<file path="config.mk">
export PLATFORM = sky130hd
export DESIGN_NAME = alignment_percent_identity
export DESIGN_NICKNAME = d
export VERILOG_FILES = /design/src/design/alpi_pkg.sv /design/src/design/alpi_front.sv /design/src/design/alpi_fifo.sv /design/src/design/alpi_back.sv /design/src/design/alignment_percent_identity.sv
export VERILOG_INCLUDE_DIRS = /design/src /design/src/design
export SDC_FILE = /design/constraint.sdc
export NUM_CORES = 1
export LEC_CHECK = 0
export ABC_AREA = 1
export BUFFER_PORTS_ARGS = -buffer_cell sky130_fd_sc_hd__buf_2
export CORE_MARGIN = 1.5
export CORE_UTILIZATION = 62
export CTS_BUF_LIST = sky130_fd_sc_hd__clkbuf_16
export CTS_CLUSTER_DIAMETER = 80
export DETAILED_ROUTE_END_ITERATION = 6
export PLACE_DENSITY = 0.82
export SYNTH_ARGS = -nofsm -noshare
export SYNTH_HDL_FRONTEND = slang
export SYNTH_SLANG_ARGS = --single-unit
export TNS_END_PERCENT = 5
</file>
<file path="constraint.sdc">
create_clock -name clk -period 5.94 [get_ports clk]
set_input_delay 0.594 -clock clk [delete_from_list [all_inputs] [get_ports clk]]
set_output_delay 0.594 -clock clk [all_outputs]
set_load 0.02 [all_outputs]
</file>
<file path="src/design/assert_macros.svh">
// assertion macros for the percent identity block
// clocked implication checks, disabled while reset is active
`ifndef ASSERT_MACROS_SVH
`define ASSERT_MACROS_SVH

// same-cycle implication
`define ALPI_ASSERT_NOW(lbl, clk, rst_n, ante, cons, msg) \
	lbl: assert property (@(posedge clk) disable iff (!rst_n) (ante) |-> (cons)) \
		else $error(msg);

// next-cycle implication
`define ALPI_ASSERT_NEXT(lbl, clk, rst_n, ante, cons, msg) \
	lbl: assert property (@(posedge clk) disable iff (!rst_n) (ante) |=> (cons)) \
		else $error(msg);

`endif

</file>
<file path="src/design/alpi_pkg.sv">
// shared types, constants and helpers for the percent identity block
// no dependencies
`timescale 1ns / 1ps
`default_nettype none

package alpi_pkg;

	localparam int MAX_COLUMNS = 65536;
	localparam int CNT_W       = $clog2(MAX_COLUMNS + 1);

	// result field widths
	localparam int WHOLE_W = 7;
	localparam int Q8_W    = 15;
	localparam int TOTAL_W = 17;

	// rounding scales: twice 100 and twice 25600
	localparam int WHOLE_SCALE = 200;
	localparam int Q8_SCALE    = 51200;
	localparam int NUM_W       = 32;
	localparam int DEN_W       = CNT_W + 1;
	localparam int DSH_W       = DEN_W + Q8_W;

	// register map
	localparam int PADDR_W = 3;
	localparam logic REG_MODE = 1'b0;
	localparam logic REG_SKIP = 1'b1;
	localparam int SKIP_W = 16;

	// queue between front and back
	localparam int FIFO_DEPTH = 2;
	localparam int FIFO_AW    = $clog2(FIFO_DEPTH);
	localparam int FIFO_CW    = $clog2(FIFO_DEPTH + 1);

	// characters
	localparam logic [7:0] CH_DASH    = 8'h2D;
	localparam logic [7:0] CH_A       = 8'h41;
	localparam logic [7:0] CH_C       = 8'h43;
	localparam logic [7:0] CH_G       = 8'h47;
	localparam logic [7:0] CH_T       = 8'h54;
	localparam logic [7:0] CH_LOW_A   = 8'h61;
	localparam logic [7:0] CH_LOW_Z   = 8'h7A;
	localparam logic [7:0] CASE_DELTA = 8'h20;

	typedef struct packed {
		logic [CNT_W-1:0] aligned;
		logic [CNT_W-1:0] matched;
	} counts_t;

	typedef struct packed {
		logic full;
		logic empty;
	} fifo_stat_t;

	function automatic logic [7:0] fold_upper(input logic [7:0] c);
		logic [7:0] r;
		r = c;
		if (c >= CH_LOW_A && c <= CH_LOW_Z) begin
			r = c - CASE_DELTA;
		end
		return r;
	endfunction

	function automatic logic is_nucleotide(input logic [7:0] c);
		logic [7:0] u;
		u = fold_upper(c);
		return (u == CH_A) || (u == CH_C) || (u == CH_G) || (u == CH_T);
	endfunction

	function automatic logic [CNT_W-1:0] bump(input logic [CNT_W-1:0] v);
		logic [CNT_W-1:0] r;
		r = v;
		if (v < CNT_W'(MAX_COLUMNS)) begin
			r = v + CNT_W'(1);
		end
		return r;
	endfunction

endpackage

`default_nettype wire

</file>
<file path="src/design/alpi_front.sv">
// front end: classifies each column and keeps the running counts
// depends on alpi_pkg; hands finished count pairs to the queue
`timescale 1ns / 1ps
`default_nettype none

module alpi_front
	import alpi_pkg::*;
(
	input  wire logic              clk,
	input  wire logic              arst_n,
	input  wire logic              accept,
	input  wire logic [7:0]        char_a,
	input  wire logic [7:0]        char_b,
	input  wire logic              last_column,
	input  wire logic              identity_mode,
	input  wire logic [SKIP_W-1:0] skip_columns,
	output logic                   push,
	output counts_t                push_data
);

	logic [CNT_W-1:0] aligned_q;
	logic [CNT_W-1:0] matched_q;
	logic [CNT_W-1:0] column_q;
	logic             counting;
	logic             aligned;
	logic             matched;
	logic [CNT_W-1:0] aligned_nx;
	logic [CNT_W-1:0] matched_nx;

	always_comb begin
		counting = column_q >= CNT_W'(skip_columns);
		if (identity_mode) begin
			aligned = is_nucleotide(char_a) && is_nucleotide(char_b);
		end else begin
			aligned = (char_a != CH_DASH) && (char_b != CH_DASH);
		end
		matched    = fold_upper(char_a) == fold_upper(char_b);
		aligned_nx = (counting && aligned) ? bump(aligned_q) : aligned_q;
		matched_nx = (counting && aligned && matched) ? bump(matched_q) : matched_q;
	end

	assign push              = accept && last_column;
	assign push_data.aligned = aligned_nx;
	assign push_data.matched = matched_nx;

	always_ff @(posedge clk or negedge arst_n) begin
		if (!arst_n) begin
			aligned_q <= '0;
			matched_q <= '0;
			column_q  <= '0;
		end else if (accept) begin
			if (last_column) begin
				aligned_q <= '0;
				matched_q <= '0;
				column_q  <= '0;
			end else begin
				aligned_q <= aligned_nx;
				matched_q <= matched_nx;
				column_q  <= bump(column_q);
			end
		end
	end

endmodule

`default_nettype wire

</file>
<file path="src/design/alpi_fifo.sv">
// short queue of finished count pairs between front and back
// depends on alpi_pkg
`timescale 1ns / 1ps
`default_nettype none

module alpi_fifo
	import alpi_pkg::*;
(
	input  wire logic clk,
	input  wire logic arst_n,
	input  wire logic push,
	input  counts_t   push_data,
	input  wire logic pop,
	output counts_t   pop_data,
	output fifo_stat_t stat
);

	counts_t              mem_q [FIFO_DEPTH];
	logic [FIFO_AW-1:0]   wr_q;
	logic [FIFO_AW-1:0]   rd_q;
	logic [FIFO_CW-1:0]   fill_q;
	logic                 do_push;
	logic                 do_pop;

	assign stat.full  = fill_q == FIFO_CW'(FIFO_DEPTH);
	assign stat.empty = fill_q == '0;
	assign do_push    = push && !stat.full;
	assign do_pop     = pop && !stat.empty;
	assign pop_data   = mem_q[rd_q];

	always_ff @(posedge clk) begin
		if (do_push) begin
			mem_q[wr_q] <= push_data;
		end
	end

	always_ff @(posedge clk or negedge arst_n) begin
		if (!arst_n) begin
			wr_q   <= '0;
			rd_q   <= '0;
			fill_q <= '0;
		end else begin
			if (do_push) begin
				wr_q <= (wr_q == FIFO_AW'(FIFO_DEPTH - 1)) ? '0 : wr_q + FIFO_AW'(1);
			end
			if (do_pop) begin
				rd_q <= (rd_q == FIFO_AW'(FIFO_DEPTH - 1)) ? '0 : rd_q + FIFO_AW'(1);
			end
			unique case ({do_push, do_pop})
				2'b10:   fill_q <= fill_q + FIFO_CW'(1);
				2'b01:   fill_q <= fill_q - FIFO_CW'(1);
				default: fill_q <= fill_q;
			endcase
		end
	end

endmodule

`default_nettype wire

</file>
<file path="src/design/alpi_back.sv">
// back end: rounds the identity by restoring division, one quotient bit a cycle
// depends on alpi_pkg; takes count pairs from the queue, holds the result register
`timescale 1ns / 1ps
`default_nettype none

module alpi_back
	import alpi_pkg::*;
(
	input  wire logic             clk,
	input  wire logic             arst_n,
	input  fifo_stat_t            stat,
	input  counts_t               pop_data,
	output logic                  pop,
	input  wire logic             out_stall,
	output logic                  out_valid,
	output logic [WHOLE_W-1:0]    percent_whole,
	output logic [Q8_W-1:0]       percent_q8,
	output logic [TOTAL_W-1:0]    aligned_total,
	output logic [TOTAL_W-1:0]    match_total,
	output logic                  none_aligned
);

	localparam logic [2:0] ST_IDLE = 3'd0;
	localparam logic [2:0] ST_PREP = 3'd1;
	localparam logic [2:0] ST_DQ8  = 3'd2;
	localparam logic [2:0] ST_DW   = 3'd3;
	localparam logic [2:0] ST_DONE = 3'd4;

	logic [2:0]       state_q;
	logic [CNT_W-1:0] al_q;
	logic [CNT_W-1:0] ma_q;
	logic [NUM_W-1:0] rem_q;
	logic [DSH_W-1:0] dsh_q;
	logic [Q8_W-1:0]  quo_q;
	logic [Q8_W-1:0]  q8_q;
	logic [3:0]       step_q;

	logic [DEN_W-1:0] den;
	logic             take;
	logic [NUM_W-1:0] rem_nx;
	logic [Q8_W-1:0]  quo_nx;

	always_comb begin
		den    = {al_q, 1'b0};
		take   = {{(DSH_W - NUM_W){1'b0}}, rem_q} >= dsh_q;
		rem_nx = take ? rem_q - dsh_q[NUM_W-1:0] : rem_q;
		quo_nx = {quo_q[Q8_W-2:0], take};
	end

	assign pop       = (state_q == ST_IDLE) && !stat.empty;
	assign out_valid = state_q == ST_DONE;

	always_ff @(posedge clk) begin
		unique case (state_q)
			ST_IDLE: begin
				al_q <= pop_data.aligned;
				ma_q <= pop_data.matched;
			end
			ST_PREP: begin
				// numerator ma*51200 + al over 2*al gives the q8 percent rounded half up
				rem_q  <= NUM_W'(NUM_W'(ma_q) * NUM_W'(Q8_SCALE)) + NUM_W'(al_q);
				dsh_q  <= DSH_W'({den, {(Q8_W - 1){1'b0}}});
				quo_q  <= '0;
				step_q <= 4'(Q8_W - 1);
				if (al_q == '0) begin
					percent_whole <= '0;
					percent_q8    <= '0;
					aligned_total <= '0;
					match_total   <= '0;
					none_aligned  <= 1'b1;
				end
			end
			ST_DQ8: begin
				rem_q  <= rem_nx;
				dsh_q  <= dsh_q >> 1;
				quo_q  <= quo_nx;
				step_q <= step_q - 4'd1;
				if (step_q == '0) begin
					q8_q   <= quo_nx;
					rem_q  <= NUM_W'(NUM_W'(ma_q) * NUM_W'(WHOLE_SCALE)) + NUM_W'(al_q);
					dsh_q  <= DSH_W'({den, {(WHOLE_W - 1){1'b0}}});
					quo_q  <= '0;
					step_q <= 4'(WHOLE_W - 1);
				end
			end
			ST_DW: begin
				rem_q  <= rem_nx;
				dsh_q  <= dsh_q >> 1;
				quo_q  <= quo_nx;
				step_q <= step_q - 4'd1;
				if (step_q == '0) begin
					percent_whole <= quo_nx[WHOLE_W-1:0];
					percent_q8    <= q8_q;
					aligned_total <= TOTAL_W'(al_q);
					match_total   <= TOTAL_W'(ma_q);
					none_aligned  <= 1'b0;
				end
			end
			default: begin
			end
		endcase
	end

	always_ff @(posedge clk or negedge arst_n) begin
		if (!arst_n) begin
			state_q <= ST_IDLE;
		end else begin
			unique case (state_q)
				ST_IDLE: if (!stat.empty) begin
					state_q <= ST_PREP;
				end
				ST_PREP: state_q <= (al_q == '0) ? ST_DONE : ST_DQ8;
				ST_DQ8:  if (step_q == '0) begin
					state_q <= ST_DW;
				end
				ST_DW:   if (step_q == '0) begin
					state_q <= ST_DONE;
				end
				ST_DONE: if (!out_stall) begin
					state_q <= ST_IDLE;
				end
				default: state_q <= ST_IDLE;
			endcase
		end
	end

endmodule

`default_nettype wire

</file>
<file path="src/design/alignment_percent_identity.sv">
// top level of the percent identity block: register port, front, queue, back
// depends on alpi_pkg, alpi_front, alpi_fifo, alpi_back and assert_macros.svh
`timescale 1ns / 1ps
`default_nettype none
`include "assert_macros.svh"

// Takes one alignment column per cycle (char_a, char_b, last_column) and, after
// the column marked last, gives one result with the aligned and matching counts
// and the identity rounded half up to a whole percent and to Q8. Columns stream
// in at one per cycle unless in_stall holds them; the front counters never hold
// the input on their own. Back end per result: queue pop, set-up, then, if any
// column aligned, 15 quotient steps for Q8 and 7 for the whole percent on the
// shared one-bit-a-cycle divider, then the output register. Two finished
// alignments can wait in the queue; in_stall holds the input while it is full
// (short alignments in a run, or a stalled receiver). Registers: identity_mode
// at 0x0 (0 gap test, 1 ACGT test), skip_columns at 0x4. Write them while idle.

module alignment_percent_identity
	import alpi_pkg::*;
(
	input  wire logic               clk,
	input  wire logic               arst_n,
	input  wire logic               psel,
	input  wire logic               penable,
	input  wire logic               pwrite,
	input  wire logic [PADDR_W-1:0] paddr,
	input  wire logic [31:0]        pwdata,
	output logic [31:0]             prdata,
	output logic                    pready,
	input  wire logic               in_valid,
	output logic                    in_stall,
	input  wire logic [7:0]         char_a,
	input  wire logic [7:0]         char_b,
	input  wire logic               last_column,
	output logic                    out_valid,
	input  wire logic               out_stall,
	output logic [WHOLE_W-1:0]      percent_whole,
	output logic [Q8_W-1:0]         percent_q8,
	output logic [TOTAL_W-1:0]      aligned_total,
	output logic [TOTAL_W-1:0]      match_total,
	output logic                    none_aligned
);

	logic              mode_q;
	logic [SKIP_W-1:0] skip_q;
	logic              wr_en;
	logic              in_accept;
	logic              push;
	logic              pop;
	counts_t           push_data;
	counts_t           pop_data;
	fifo_stat_t        stat;

	assign pready = 1'b1;
	assign wr_en  = psel && penable && pwrite && pready;

	always_ff @(posedge clk or negedge arst_n) begin
		if (!arst_n) begin
			mode_q <= 1'b0;
			skip_q <= '0;
		end else if (wr_en) begin
			unique case (paddr[2])
				REG_MODE: mode_q <= pwdata[0];
				REG_SKIP: skip_q <= pwdata[SKIP_W-1:0];
				default:  mode_q <= mode_q;
			endcase
		end
	end

	always_comb begin
		unique case (paddr[2])
			REG_MODE: prdata = {31'd0, mode_q};
			REG_SKIP: prdata = {{(32 - SKIP_W){1'b0}}, skip_q};
			default:  prdata = '0;
		endcase
	end

	// hold requests while no queue slot is free for a finished alignment
	assign in_stall  = stat.full;
	assign in_accept = in_valid && !in_stall;

	alpi_front u_front (
		.clk           (clk),
		.arst_n        (arst_n),
		.accept        (in_accept),
		.char_a        (char_a),
		.char_b        (char_b),
		.last_column   (last_column),
		.identity_mode (mode_q),
		.skip_columns  (skip_q),
		.push          (push),
		.push_data     (push_data)
	);

	alpi_fifo u_fifo (
		.clk       (clk),
		.arst_n    (arst_n),
		.push      (push),
		.push_data (push_data),
		.pop       (pop),
		.pop_data  (pop_data),
		.stat      (stat)
	);

	alpi_back u_back (
		.clk           (clk),
		.arst_n        (arst_n),
		.stat          (stat),
		.pop_data      (pop_data),
		.pop           (pop),
		.out_stall     (out_stall),
		.out_valid     (out_valid),
		.percent_whole (percent_whole),
		.percent_q8    (percent_q8),
		.aligned_total (aligned_total),
		.match_total   (match_total),
		.none_aligned  (none_aligned)
	);

	`ALPI_ASSERT_NOW(a_none_zero, clk, arst_n, out_valid && none_aligned, percent_whole == '0 && percent_q8 == '0 && aligned_total == '0 && match_total == '0, "empty alignment gave nonzero result")
	`ALPI_ASSERT_NOW(a_ratio_range, clk, arst_n, out_valid && !none_aligned, match_total <= aligned_total && aligned_total != '0 && percent_whole <= WHOLE_W'(100) && percent_q8 <= Q8_W'(25600), "identity out of range")
	`ALPI_ASSERT_NEXT(a_last_pushes, clk, arst_n, in_accept && last_column, !stat.empty || pop, "finished alignment missing from queue")

endmodule

`default_nettype wire

</file>
After elaboration in Yosys (flattened, before gate mapping)
Memory sizes are Yosys's and may differ from the RTL's. A register that Yosys moved wholly into a read port is not among the register bits.
Cells that the tools add are included.
{ "totals": {"ff_bits": 230, "mem_bits_rw": 68, "output_inout_bits": 92, "memories": 1} }
{ "classes": {"addsub": 13, "multipliers": 2, "magnitude_cmp": 9, "eq_ne": 23, "muxes": 48, "n_bitwise": 1, "reduce_logical": 35} }
{ "memory_table": {"columns": ["name", "depth", "word_bits", "rd", "rd_ports_with_merged_regs", "wr", "line", "rtl"], "rows": [
  ["u_fifo.mem_q", 2, 34, 1, 1, 1, "alpi_fifo.sv:18", "counts_t mem_q [FIFO_DEPTH];"]
]} }
{ "ops": {"columns": ["cell", "n"], "rows": [
  ["17-bit two-way mux", 11],
  ["33-bit case mux with 3 select lines", 1],
  ["32-bit two-way mux", 3],
  ["32-bit case mux with 3 select lines", 1],
  ["17-bit case mux with 2 select lines", 2],
  ["8-bit by 7-bit == test with 1-bit output (second input constant)", 8],
  ["32-bit case mux with 2 select lines", 1],
  ["17-bit by 1-bit adder with 17-bit output (second input constant)", 3],
  ["17-bit less-than comparator (second input constant)", 3],
  ["14-bit case mux with 3 select lines", 1],
  ["32-bit by 33-bit greater-or-equal comparator with 1-bit output", 1],
  ["32-bit by 17-bit adder with 32-bit output", 1],
  ["8-bit two-way mux", 4],
  ["32-bit subtractor", 1],
  ["15-bit two-way mux", 2],
  ["15-bit case mux with 2 select lines", 1],
  ["25-bit by 17-bit adder with 26-bit output", 1],
  ["17-bit by 5-bit multiplier with 22-bit output (second input constant)", 1],
  ["17-bit by 5-bit multiplier with 21-bit output (second input constant)", 1],
  ["17-bit by 16-bit greater-or-equal comparator with 1-bit output", 1],
  ["17-bit zero test", 1],
  ["8-bit by 7-bit greater-or-equal comparator with 1-bit output (second input constant)", 2],
  ["8-bit by 7-bit <= comparator with 1-bit output (second input constant)", 2],
  ["8-bit by 6-bit inequality test with 1-bit output (second input constant)", 2],
  ["35 further kinds", 76]
]} }

Longest topological paths before layout
Gate-level depths: netlist (run 1).
{ "logic_depth": {"word_depth": 14, "ltp_mapped": 26, "mapped_depth_nobuf": 26} }

Modules after synthesis
Synthesis (run 1) repeated with hierarchy kept, for this count alone.
{ "hier_totals": {"cells_unflattened": 2630, "hier_area_um2": 21576.9} }
{ "modules_own_cells": {"columns": ["module", "n_inst", "cells_each", "area_each_um2", "seq_area_each_um2"], "rows": [
  ["alpi_back", 1, 1577, 13221.4, 5720.5],
  ["alpi_front", 1, 709, 4636.9, 1276.2],
  ["alpi_fifo", 1, 210, 2736.4, 2142.1],
  ["alignment_percent_identity", 1, 134, 982.2, 425.4]
]} }

Least setup slack after synthesis (run 1)
No wires, ideal clock.
{ "synth_timing": {"kind": "register to register", "startpoint": "reg u_back.state_q[0]", "endpoint": "reg u_back.dsh_q[0] (enable)", "arrival_ps": 3864, "setup_slack_ps": 1552, "path_stages_with_launch": 3, "path_buffers": 0, "path_cell_list": "dfrtp_1 -> nor2_1 -> nor2_1"} }
{ "synth_via": {"elab_chain_cells": 2, "word_cells_on_any_way": 4} }
{ "synth_lines": {"columns": ["element", "line", "rtl"], "rows": [
  ["start: declaration", "alpi_back.sv:29", "logic [2:0] state_q;"],
  ["start signal: assignment", "alpi_back.sv:112", "ST_PREP: state_q <= (al_q == '0) ? ST_DONE : ST_DQ8;"],
  ["3-bit by 1-bit == test with 1-bit output or 3-bit by 2-bit == test with 1-bit output (tied branches)", "alpi_back.sv:54", "unique case (state_q)"],
  ["3-bit nonzero test (no source line) *", null, null],
  ["end signal: assignment", "alpi_back.sv:62", "dsh_q <= DSH_W'({den, {(Q8_W - 1){1'b0}}});"],
  ["end signal: assignment", "alpi_back.sv:75", "dsh_q <= dsh_q >> 1;"],
  ["end signal: assignment", "alpi_back.sv:81", "dsh_q <= DSH_W'({den, {(WHOLE_W - 1){1'b0}}});"],
  ["end: declaration", "alpi_back.sv:33", "logic [DSH_W-1:0] dsh_q;"]
]} }
Mark *: on every way between the ends. The rest lies on a longest branch, timed or not.
A chain may end at the register's enable or synchronous reset.

Final worst setup path (run 1)
{ "layout_timing": {"startpoint": "reg u_back.ma_q[5]", "endpoint": "reg u_back.rem_q[23] (data pin)"} }
{ "layout_via": {"elab_chain_cells": 4, "word_cells_on_any_way": 6} }
{ "layout_lines": {"columns": ["element", "line", "rtl"], "rows": [
  ["start: declaration", "alpi_back.sv:31", "logic [CNT_W-1:0] ma_q;"],
  ["start signal: assignment", "alpi_back.sv:57", "ma_q <= pop_data.matched;"],
  ["17-bit by 5-bit multiplier with 22-bit output", "alpi_back.sv:80", "rem_q <= NUM_W'(NUM_W'(ma_q) * NUM_W'(WHOLE_SCALE)) + NUM_W'(al_q);"],
  ["25-bit by 17-bit adder with 26-bit output", "alpi_back.sv:80", null],
  ["32-bit two-way mux", "alpi_back.sv:78", "if (step_q == '0) begin"],
  ["32-bit case mux with 3 select lines *", "alpi_back.sv:54", null],
  ["end signal: assignment", "alpi_back.sv:61", "rem_q <= NUM_W'(NUM_W'(ma_q) * NUM_W'(Q8_SCALE)) + NUM_W'(al_q);"],
  ["end signal: assignment", "alpi_back.sv:80", null],
  ["end signal: assignment", "alpi_back.sv:87", "rem_q <= rem_nx;"],
  ["end: declaration", "alpi_back.sv:32", "logic [NUM_W-1:0] rem_q;"]
]} }
Marked as above.

==> results of run 1 <==
==> worst max-delay path: cells and delay by family (launching register included) <==
kind | cells | cell delay (ps)
AO/OA/AOI/OAI | 1 | 190
adder cells (fa/ha/maj) | 5 | 1810
buffers and inverters | 3 | 190
flip-flops | 1 | 480
AND/OR/NAND/NOR | 14 | 1840
==> worst paths after layout <==
| path | cells after the start | startpoint | end |
|---|---|---|---|
| max | 23 | u_back.ma_q[5]$_DFFE_PN_ | u_back.rem_q[23]$_DFFE_PP_ |
| min | 1 | arst_n | skip_q[8]$_DFFE_PN0P_ |
| max reg2reg | 23 | u_back.ma_q[5]$_DFFE_PN_ | u_back.rem_q[23]$_DFFE_PP_ |
| min reg2reg | 0 | u_back.quo_q[13]$_DFFE_PP_ | u_back.q8_q[14]$_DFFE_PP_ |
| max in group asynchronous | 1 | arst_n | u_front.matched_q[9]$_DFFE_PN0P_ |
| min in group clk | 3 | pwdata[3] | skip_q[3]$_DFFE_PN0P_ |
==> state kept, by name (all words and copies together), names as in the netlist, 16 cells and up <==
| name | cells |
|---|---|
| skip_q | 16 |
| u_back.al_q | 17 |
| u_back.aligned_total | 17 |
| u_back.dsh_q | 32 |
| u_back.ma_q | 17 |
| u_back.match_total | 17 |
| u_back.rem_q | 32 |
| u_fifo.mem_q | 68 |
| u_front.aligned_q | 17 |
| u_front.column_q | 17 |
| u_front.matched_q | 17 |
==> through the flow <==
| stage | setup WS, ps | instances | hold slack [ps] | util [%] | area, µm² |
|---|---|---|---|---|---|
| after floorplan | 1552 | 2724 | 298.4 | - | 21640 |
| after global placement | 1326 | 3230 | 400.7 | 65.45 | 22500 |
| after detailed placement | 1202 | 3230 | 430.0 | 65.45 | 22500 |
| after CTS | 1165 | 3293 | 231.3 | 68.93 | 23690 |
| after global routing | 612.9 | 3293 | 280.2 | 68.93 | 23690 |
| final | 1181 | 3295 | 191.7 | 68.95 | 23700 |
==> area by class of cell <==
type	count	area share (%)
Inverter	487	7.724
Tap cell	455	2.402
Clock inverter	26	1.146
Multi-Input combinational cell	1833	41.72
Antenna cell	2	0.02112
Sequential cell	331	40.36
Timing Repair Buffer	124	2.724
Clock buffer	37	3.907
==> placed cells by master, fill, tap and decap left out, types with 5 or more instances in the layout <==
cell / instances
clkinv_1: 8
nor2_1: 240
bufinv_16: 5
o21bai_1: 9
inv_6: 6
fa_1: 15
nor4_1: 13
nand2_1: 700
nor2_2: 10
o21ai_0: 111
inv_1: 485
a21oi_1: 115
nor3_1: 30
buf_4: 10
nand4_1: 56
xnor2_1: 26
nand3b_1: 9
xor2_1: 40
ha_1: 131
o221ai_1: 9
nand3_1: 195
edfxtp_1: 256
o22ai_1: 14
nand2_2: 21
conb_1: 17
a21o_1: 8
buf_2: 114
a31oi_1: 7
inv_2: 5
o21ai_1: 6
dfrtp_1: 75
clkbuf_16: 37
==> per-layer routing <==
layer,share of wire [%],global-route usage [%],vias to the layer above
li1,-,-,8972
met1,40,36.69,8591
met2,50,54.96,749
met3,6.6,4.704,155
met4,4.2,14.19,0
met5,0,0,-
==> cells by family (layout without fill, tap and decap cells) <==
kind of cell / Yosys count / in the layout / synth area share (%)
AOI/OAI and AO/OA: 303 / 303 / 7.860
xor gates and xnor gates: 66 / 66 / 2.678
adders and majority gates: 146 / 146 / 8.984
buffers and inverters: 560 / 674 / 10.34
DFF: 331 / 331 / 44.31
other: 2 / 19 / 0.03479
and+or+nand+nor: 1301 / 1301 / 25.80
==> results.cfg, run 1 <==
[run_status]
status = completed

[detailed_routing]
vias = 18467
drt.antenna.violating_nets = 0
drt_iter0_markers = 1479
first_pass_iters = 6
drcViolationCount = 0
wl_mm = 54.83
vias_per_cell = 5.605
wl_per_cell_um = 16.64

[sta]
slew_violations = 0
fin_crit_sh_pct = 80.12
slew_headroom_pct = 26.28
fmax_mhz = 210.1
finalSetupTns_ps = 0
rsz0062_at_grt = false
hold_violations = 0
setup_violations = 0
final.setup_skew_ps = 19.31
tightest_slew_ps = 1105
fin_crit_ps = 4759

[cts]
cts_setup_buffers = 0
root_buffer = clkbuf_16
insertion_delay_ps = 560
cts_buffers = 36
cts_tree = yes
ctsResizeCount = 0
cts.sinks = 331
cts_hold_buf = 0
path_clk_slew_ps = 60
cts_max_level = 2
cts_max_path_buffers = 3

[synth]
synth_edf_count = 256
postSynth.asyncResetShare_pct = 22.66
synth_top_cells_by_count = 700 x nand2_1, 478 x inv_1, 256 x edfxtp_1
syn_area_um2 = 21590
synth_area_leaders = edfxtp_1 36%, nand2_1 12%, dfrtp_1 8.7%, inv_1 8.3%, ha_1 7.6%
synthCells = 2709
yosys_warnings = 0
synth_ff_type = edfxtp_1
yosys.cell_count.top_type = nand2_1
yosysTopAreaCellShare_pct = 35.61
ys_ff_latch = 331
synth_top_cell_by_area = edfxtp_1
yosysUniqueCellTypes = 56
syn_area_per_cell_um2 = 7.968
ys_seq_area_share_pct = 44.31

[global_routing]
grtUsageTotal_pct = 30.84
grt_first_pass_wirelength_mm = 88.05
grt_max_degree = 76
antenna_found_initial = 2
overflow = 0
first_global_vias = 17943

[critical_path]
r2r_slack_ps = 1180
arrival_ps = 5060
endpoint_kind = flip-flop
worstPathRequired_ps = 6240
critPathMostFrequentCell = nand2_1
worstPathCellList = ha_1 -> ha_1 -> inv_1 -> fa_1 -> inv_1 -> ha_1 -> nand2_1 -> nor2_1 -> nand3_1 -> nand3_1 -> nand2_1 -> nand2_1 -> inv_1 -> ha_1 -> nand2_1 -> nor4_1 -> nand2_1 -> nand2_1 -> nand2_1 -> nor2_1 -> nand3_1 -> o21ai_0 -> nand3_1
worstSetupPathType = flip-flop to flip-flop
cp_max_fo = 6
max_stage_delay_ps = 490
slowest_stage = fa_1
cp-start-kind = flip-flop

[layout]
area_growth_pct = 9.790
nFillCells = 2757
ff_latch_area_um2 = 9564
drive_above_1_share_pct = 8.421
multiInputGateArea_um2 = 9887
fin_nets = 3018

[floorplanning]
die_w_um = 189.6
die_h_um = 189.6
coreArea_um2 = 34370
dieArea_um2 = 35940
num_io_pins = 151
placementRows = 68
start_util_pct = 62.80

[placement]
place_congestion = 0.9941
portBuffers = 115
hpwlAfterDp_mm = 40.65

[flow_run]
cap_viol_max_count = 0

[worst_hold_path]
hold_path.class = input port to async pin
Power of run 1 is left out: the tool's default activity adds up to more than one toggle a clock period on the data nets, which glitch-free logic cannot reach.
==> inputs of run 2 (changes only) <==
--- a/config.mk
+++ b/config.mk
@@ -6,14 +6,14 @@
 export SDC_FILE = /design/constraint.sdc
 export NUM_CORES = 1
 export LEC_CHECK = 0
-export ABC_AREA = 1
+export ABC_AREA = 0
 export BUFFER_PORTS_ARGS = -buffer_cell sky130_fd_sc_hd__buf_2
 export CORE_MARGIN = 1.5
-export CORE_UTILIZATION = 62
+export CORE_UTILIZATION = 55
 export CTS_BUF_LIST = sky130_fd_sc_hd__clkbuf_16
 export CTS_CLUSTER_DIAMETER = 80
 export DETAILED_ROUTE_END_ITERATION = 6
-export PLACE_DENSITY = 0.82
+export PLACE_DENSITY = 0.77
 export SYNTH_ARGS = -nofsm -noshare
 export SYNTH_HDL_FRONTEND = slang
 export SYNTH_SLANG_ARGS = --single-unit
==> constraint.sdc (replaced) <==
create_clock -name clk -period 4.05 [get_ports clk]
set_input_delay 0.405 -clock clk [delete_from_list [all_inputs] [get_ports clk]]
set_output_delay 0.405 -clock clk [all_outputs]
set_load 0.02 [all_outputs]
==> results.cfg, run 2 <==
[global_routing]
grtUsageTotal_pct = 25.88
overflow = 0
grt_max_degree = 83
first_global_vias = 15390
antenna_found_initial = 2
grt_first_pass_wirelength_mm = 78.67

[detailed_routing]
wl_per_cell_um = 18.71
drt_iter0_markers = 1165
drt.antenna.violating_nets = 0
first_pass_iters = 7
drcViolationCount = 10
wl_mm = 48.86
vias = 15411
vias_per_cell = 5.902

[run_status]
failed_checks = DRC, setup timing
status = complete, but fails checks

[critical_path]
max_stage_delay_ps = 500
slowest_stage = fa_1
worstPathRequired_ps = 4360
r2r_slack_ps = -620
cp-start-kind = flip-flop
crit_family = adder cells
worstPathCellList = ha_1 -> ha_1 -> inv_1 -> fa_1 -> inv_1 -> ha_4 -> a21o_1 -> nand2_1 -> and3b_2 -> xor2_2 -> inv_2 -> ha_4 -> nand4_1 -> a211oi_2 -> o211ai_1 -> a21oi_2 -> nand4_1 -> xor2_1 -> nor3_1 -> a211o_1
endpoint_kind = flip-flop
cp_max_fo = 4
arrival_ps = 4980
crit_buf_inv = 3
worstSetupPathType = flip-flop to flip-flop

[layout]
largest_reg_flops = 68
mostFrequentLayoutCells = 256 x edfxtp_1, 149 x nand2_1, 147 x inv_1
largest-register = u_fifo.mem_q
final_common_cell = edfxtp_1
ff_latch_area_um2 = 9564
area_growth_pct = 17.06
multiInputGateArea_um2 = 10000
drive_above_1_share_pct = 20.74
nFillCells = 2702
layoutNonFillerInstCount = 2611
insertedDiodeCount = 0
top_regs = u_fifo.mem_q: 68 flops, u_back.dsh_q: 32 flops, u_back.rem_q: 32 flops
fin_nets = 2327

[synth]
syn_area_per_cell_um2 = 10.52
ys_ff_latch = 331
synth_edf_count = 256
yosys_warnings = 0
syn_area_um2 = 20100
ys_seq_area_share_pct = 47.59
synth_ff_type = edfxtp_1
yosysUniqueCellTypes = 77
synth_top_cell_by_area = edfxtp_1
yosysTopAreaCellShare_pct = 38.25
yosys.cell_count.top_type = edfxtp_1
postSynth.asyncResetShare_pct = 22.66
synthCells = 1911
synth_top_cells_by_count = 256 x edfxtp_1, 152 x nand2_1, 143 x inv_1
synth_area_leaders = edfxtp_1 38%, dfrtp_1 9.3%, ha_1 8.2%, mux2_2 3.1%, nand2_1 2.8%

[floorplanning]
die_h_um = 194.2
coreArea_um2 = 35740
num_io_pins = 151
die_w_um = 194.2
start_util_pct = 56.23
dieArea_um2 = 37700
placementRows = 69

[sta]
setup_violations = 20
rsz0062_at_grt = true
tightest_slew_ps = 982.3
slew_headroom_pct = 34.52
final.setup_skew_ps = 23.66
fin_crit_ps = 4670
hold_violations = 0
fin_crit_sh_pct = 115.3
fmax_mhz = 214.1
slew_violations = 0
setup_ws_ps = -619.7

[placement]
place_congestion = 0.9667
dp_slack_ps = -812.0
placedCellCount = 2524
portBuffers = 115
hpwlAfterDp_mm = 34.41

[cts]
path_clk_slew_ps = 60
cts_tree = yes
root_buffer = clkbuf_16
insertion_delay_ps = 560
cts_max_level = 2
cts.sinks = 331
cts_hold_buf = 0
cts_buffers = 37
cts_max_path_buffers = 3

[worst_hold_path]
hold_path.class = input port to async pin

[flow_run]
cap_viol_max_count = 0
[run 2: worst paths after layout]
check / from / end / cells past startpoint
min: arst_n / skip_q[11]$_DFFE_PN0P_ / 1
min in group clk: out_stall / u_back.state_q[2]$_DFFE_PN0P_ / 2
min reg2reg: u_back.quo_q[13]$_DFFE_PP_ / u_back.q8_q[14]$_DFFE_PP_ / 0
max: u_back.ma_q[4]$_DFFE_PN_ / u_back.rem_q[21]$_DFFE_PP_ / 20
max reg2reg: u_back.ma_q[4]$_DFFE_PN_ / u_back.rem_q[21]$_DFFE_PP_ / 20
max in group asynchronous: arst_n / u_front.matched_q[12]$_DFFE_PN0P_ / 1
[run 2: per-stage QoR]
stage	utilization [%]	TNS [ps]	cell area (µm²)	hold WS [ps]
finish	65.83	-5926	23530	15.75
global route	65.83	-9466	23530	55.80
CTS	65.29	-3220	23340	37.72
detailed placement	61.13	-8884	21850	412.4
global placement	61.13	-6710	21850	402.7
floorplan	-	-4234	20190	109.4
[run 2: metal layers]
layer | wire length [µm] | global-route usage [%] | vias to the layer above
li1 | - | - | 7350
met1 | 20080 | 32.85 | 7443
met2 | 23930 | 44.39 | 506
met3 | 3183 | 3.809 | 112
met4 | 1661 | 10.73 | 0
met5 | 0 | 0 | -
[run 2: timing repair]
item                                    in CTS  in global routing
setup buffers                               13                  7
gates resized for setup                     42                 21
pin swaps                                   33                 30
endpoints found under the setup margin      21                 21
[run 2: cell type report]
class	instances	area share, %
inverters	144	2.297
multi-input cells	1353	42.52
clock inverters	28	0.8828
clock buffers	39	4.148
well taps	461	2.452
flip-flops and latches	331	40.65
repair buffers	255	7.046
[run 2: cell families after synthesis]
group	share of synthesized area (%)
AND/OR/NAND/NOR	15.84
AO/OA/AOI/OAI	11.47
XOR/XNOR	5.142
adder cells (fa/ha/maj)	9.650
other	0.03737
buffers and inverters	4.893
flip-flops	47.59
multiplexers	5.373
Power of run 2 is left out for the same reason.
==> inputs of run 3 (changes only) <==
--- a/config.mk
+++ b/config.mk
@@ -8,7 +8,7 @@
 export LEC_CHECK = 0
 export ABC_AREA = 0
 export BUFFER_PORTS_ARGS = -buffer_cell sky130_fd_sc_hd__buf_2
-export CORE_MARGIN = 1.5
+export CORE_MARGIN = 8
 export CORE_UTILIZATION = 55
 export CTS_BUF_LIST = sky130_fd_sc_hd__clkbuf_16
 export CTS_CLUSTER_DIAMETER = 80
@@ -17,4 +17,4 @@
 export SYNTH_ARGS = -nofsm -noshare
 export SYNTH_HDL_FRONTEND = slang
 export SYNTH_SLANG_ARGS = --single-unit
-export TNS_END_PERCENT = 5
+export TNS_END_PERCENT = 50
==> results.cfg, run 3 (synthesis gave the netlist of run 2 again) <==
[floorplanning]
start_util_pct = 55.43
num_io_pins = 151
placementRows = 70
coreArea_um2 = 36260
die_w_um = 207.2
dieArea_um2 = 42920
die_h_um = 207.2

[placement]
hpwlAfterDp_mm = 35.72
place_congestion = 0.9674
placedCellCount = 2529
placed_cell_area_um2 = 21920
portBuffers = 115

[worst_hold_path]
hold_path.class = input port to async pin

[detailed_routing]
first_pass_iters = 5
vias = 15347
drt_iter0_markers = 1007
drcViolationCount = 0
wl_mm = 49.48
wl_per_cell_um = 18.97
drt.antenna.violating_nets = 0
vias_per_cell = 5.885

[critical_path]
worstSetupPathType = flip-flop to flip-flop
worstPathRequired_ps = 4350
cp_max_fo = 4
arrival_ps = 4850
endpoint_kind = flip-flop
cp-start-kind = flip-flop

[sta]
fin_crit_sh_pct = 112.5
fmax_mhz = 219.5
hold_violations = 0
finalSetupTns_ps = -4669
final.setup_skew_ps = 26.08
tightest_slew_ps = 997.6
setup_violations = 18
finalHoldWorstSlack_ps = 2.674
setup_ws_ps = -506.7
fin_crit_ps = 4557
rsz0062_at_grt = true
slew_violations = 0
slew_headroom_pct = 33.24

[layout]
drive_above_1_share_pct = 19.63
top_regs = u_fifo.mem_q: 68 flops, u_back.dsh_q: 32 flops, u_back.rem_q: 32 flops
largest_reg_flops = 68
final_area_um2 = 23310
largest-register = u_fifo.mem_q
mostFrequentLayoutCells = 256 x edfxtp_1, 152 x inv_1, 151 x nand2_1
layoutNonFillerInstCount = 2608
area_growth_pct = 16.00
final_common_cell = edfxtp_1
fin_nets = 2319
insertedDiodeCount = 0
nFillCells = 2831

[cts]
path_clk_slew_ps = 60
insertion_delay_ps = 550
cts.sinks = 331
cts_max_level = 2
cts_max_path_buffers = 3
root_buffer = clkbuf_16
cts_tree = yes
cts_buffers = 35

[global_routing]
antenna_found_initial = 0
grt_first_pass_wirelength_mm = 79.47
overflow = 0
busiest_layer = met2
grt_max_degree = 76
first_global_vias = 15544
grtUsageTotal_pct = 22.38
globalRouteMet2Util_pct = 39.50
use_met1_pct = 27.41
met3_usage_pct = 3.895

[run_status]
status = complete, but fails checks
failed_checks = setup timing

[flow_run]
cap_viol_max_count = 0
run 3: final cells by class:
cell class	instances	area, µm²	area share [%]
repair buffers	249	1597	6.848
flip-flops and latches	331	9564	41.02
inverters	144	540.5	2.318
multi-input cells	1353	9947	42.67
well taps	468	585.6	2.512
clock buffers	36	900.9	3.864
clock inverters	27	178.9	0.7675
run 3: critical path, cell delays in order, from the launching register on:
cell      delay, ps
edfxtp_1        420
ha_1            350
ha_4            230
fa_1            550
ha_4            220
buf_4           140
o21ai_2         130
o21ai_2         100
a21o_1          200
a21oi_2         170
xnor2_2         140
ha_1            270
buf_4           130
buf_4           130
a21o_1          170
o211ai_1        230
a21oi_2         120
nand4_1         130
xor2_1          170
nor3_1           70
a211o_1         240
run 3: what timing repair did:
| item | in CTS | in global routing |
|---|---|---|
| endpoints found under the setup margin | 21 | 21 |
| pin swaps | 20 | 29 |
| buffers inserted | 8 | 8 |
| hold buffers | 0 | 0 |
| resized for setup | 23 | 14 |
run 3: metrics by stage:
step                util (%)  worst slack, ps
detailed placement     60.46           -597.3
floorplan                  -           -215.4
finish                 64.30           -506.7
CTS                    63.89           -452.7
global placement       60.46           -421.3
global route           64.30           -705.1
run 3: path summary, 6_finish.rpt:
| kind | start | slack, ps | to | cells after the start |
|---|---|---|---|---|
| max | u_back.ma_q[2]$_DFFE_PN_ | -510 | u_back.rem_q[21]$_DFFE_PP_ | 20 |
| min | arst_n | 3 | skip_q[5]$_DFFE_PN0P_ | 1 |
| max reg2reg | u_back.ma_q[2]$_DFFE_PN_ | -510 | u_back.rem_q[21]$_DFFE_PP_ | 20 |
| min reg2reg | u_back.quo_q[13]$_DFFE_PP_ | 420 | u_back.q8_q[14]$_DFFE_PP_ | 0 |
| max in group asynchronous | arst_n | 3380 | u_front.matched_q[12]$_DFFE_PN0P_ | 1 |
| min in group clk | out_stall | 50 | u_back.state_q[2]$_DFFE_PN0P_ | 2 |
run 3: layer usage:
layer  vias up  wire, µm
met5         -         0
met4         0      1474
met3       103      2746
met2       476     24670
met1      7442     20590
li1       7326         -
Power of run 3 is left out for the same reason.
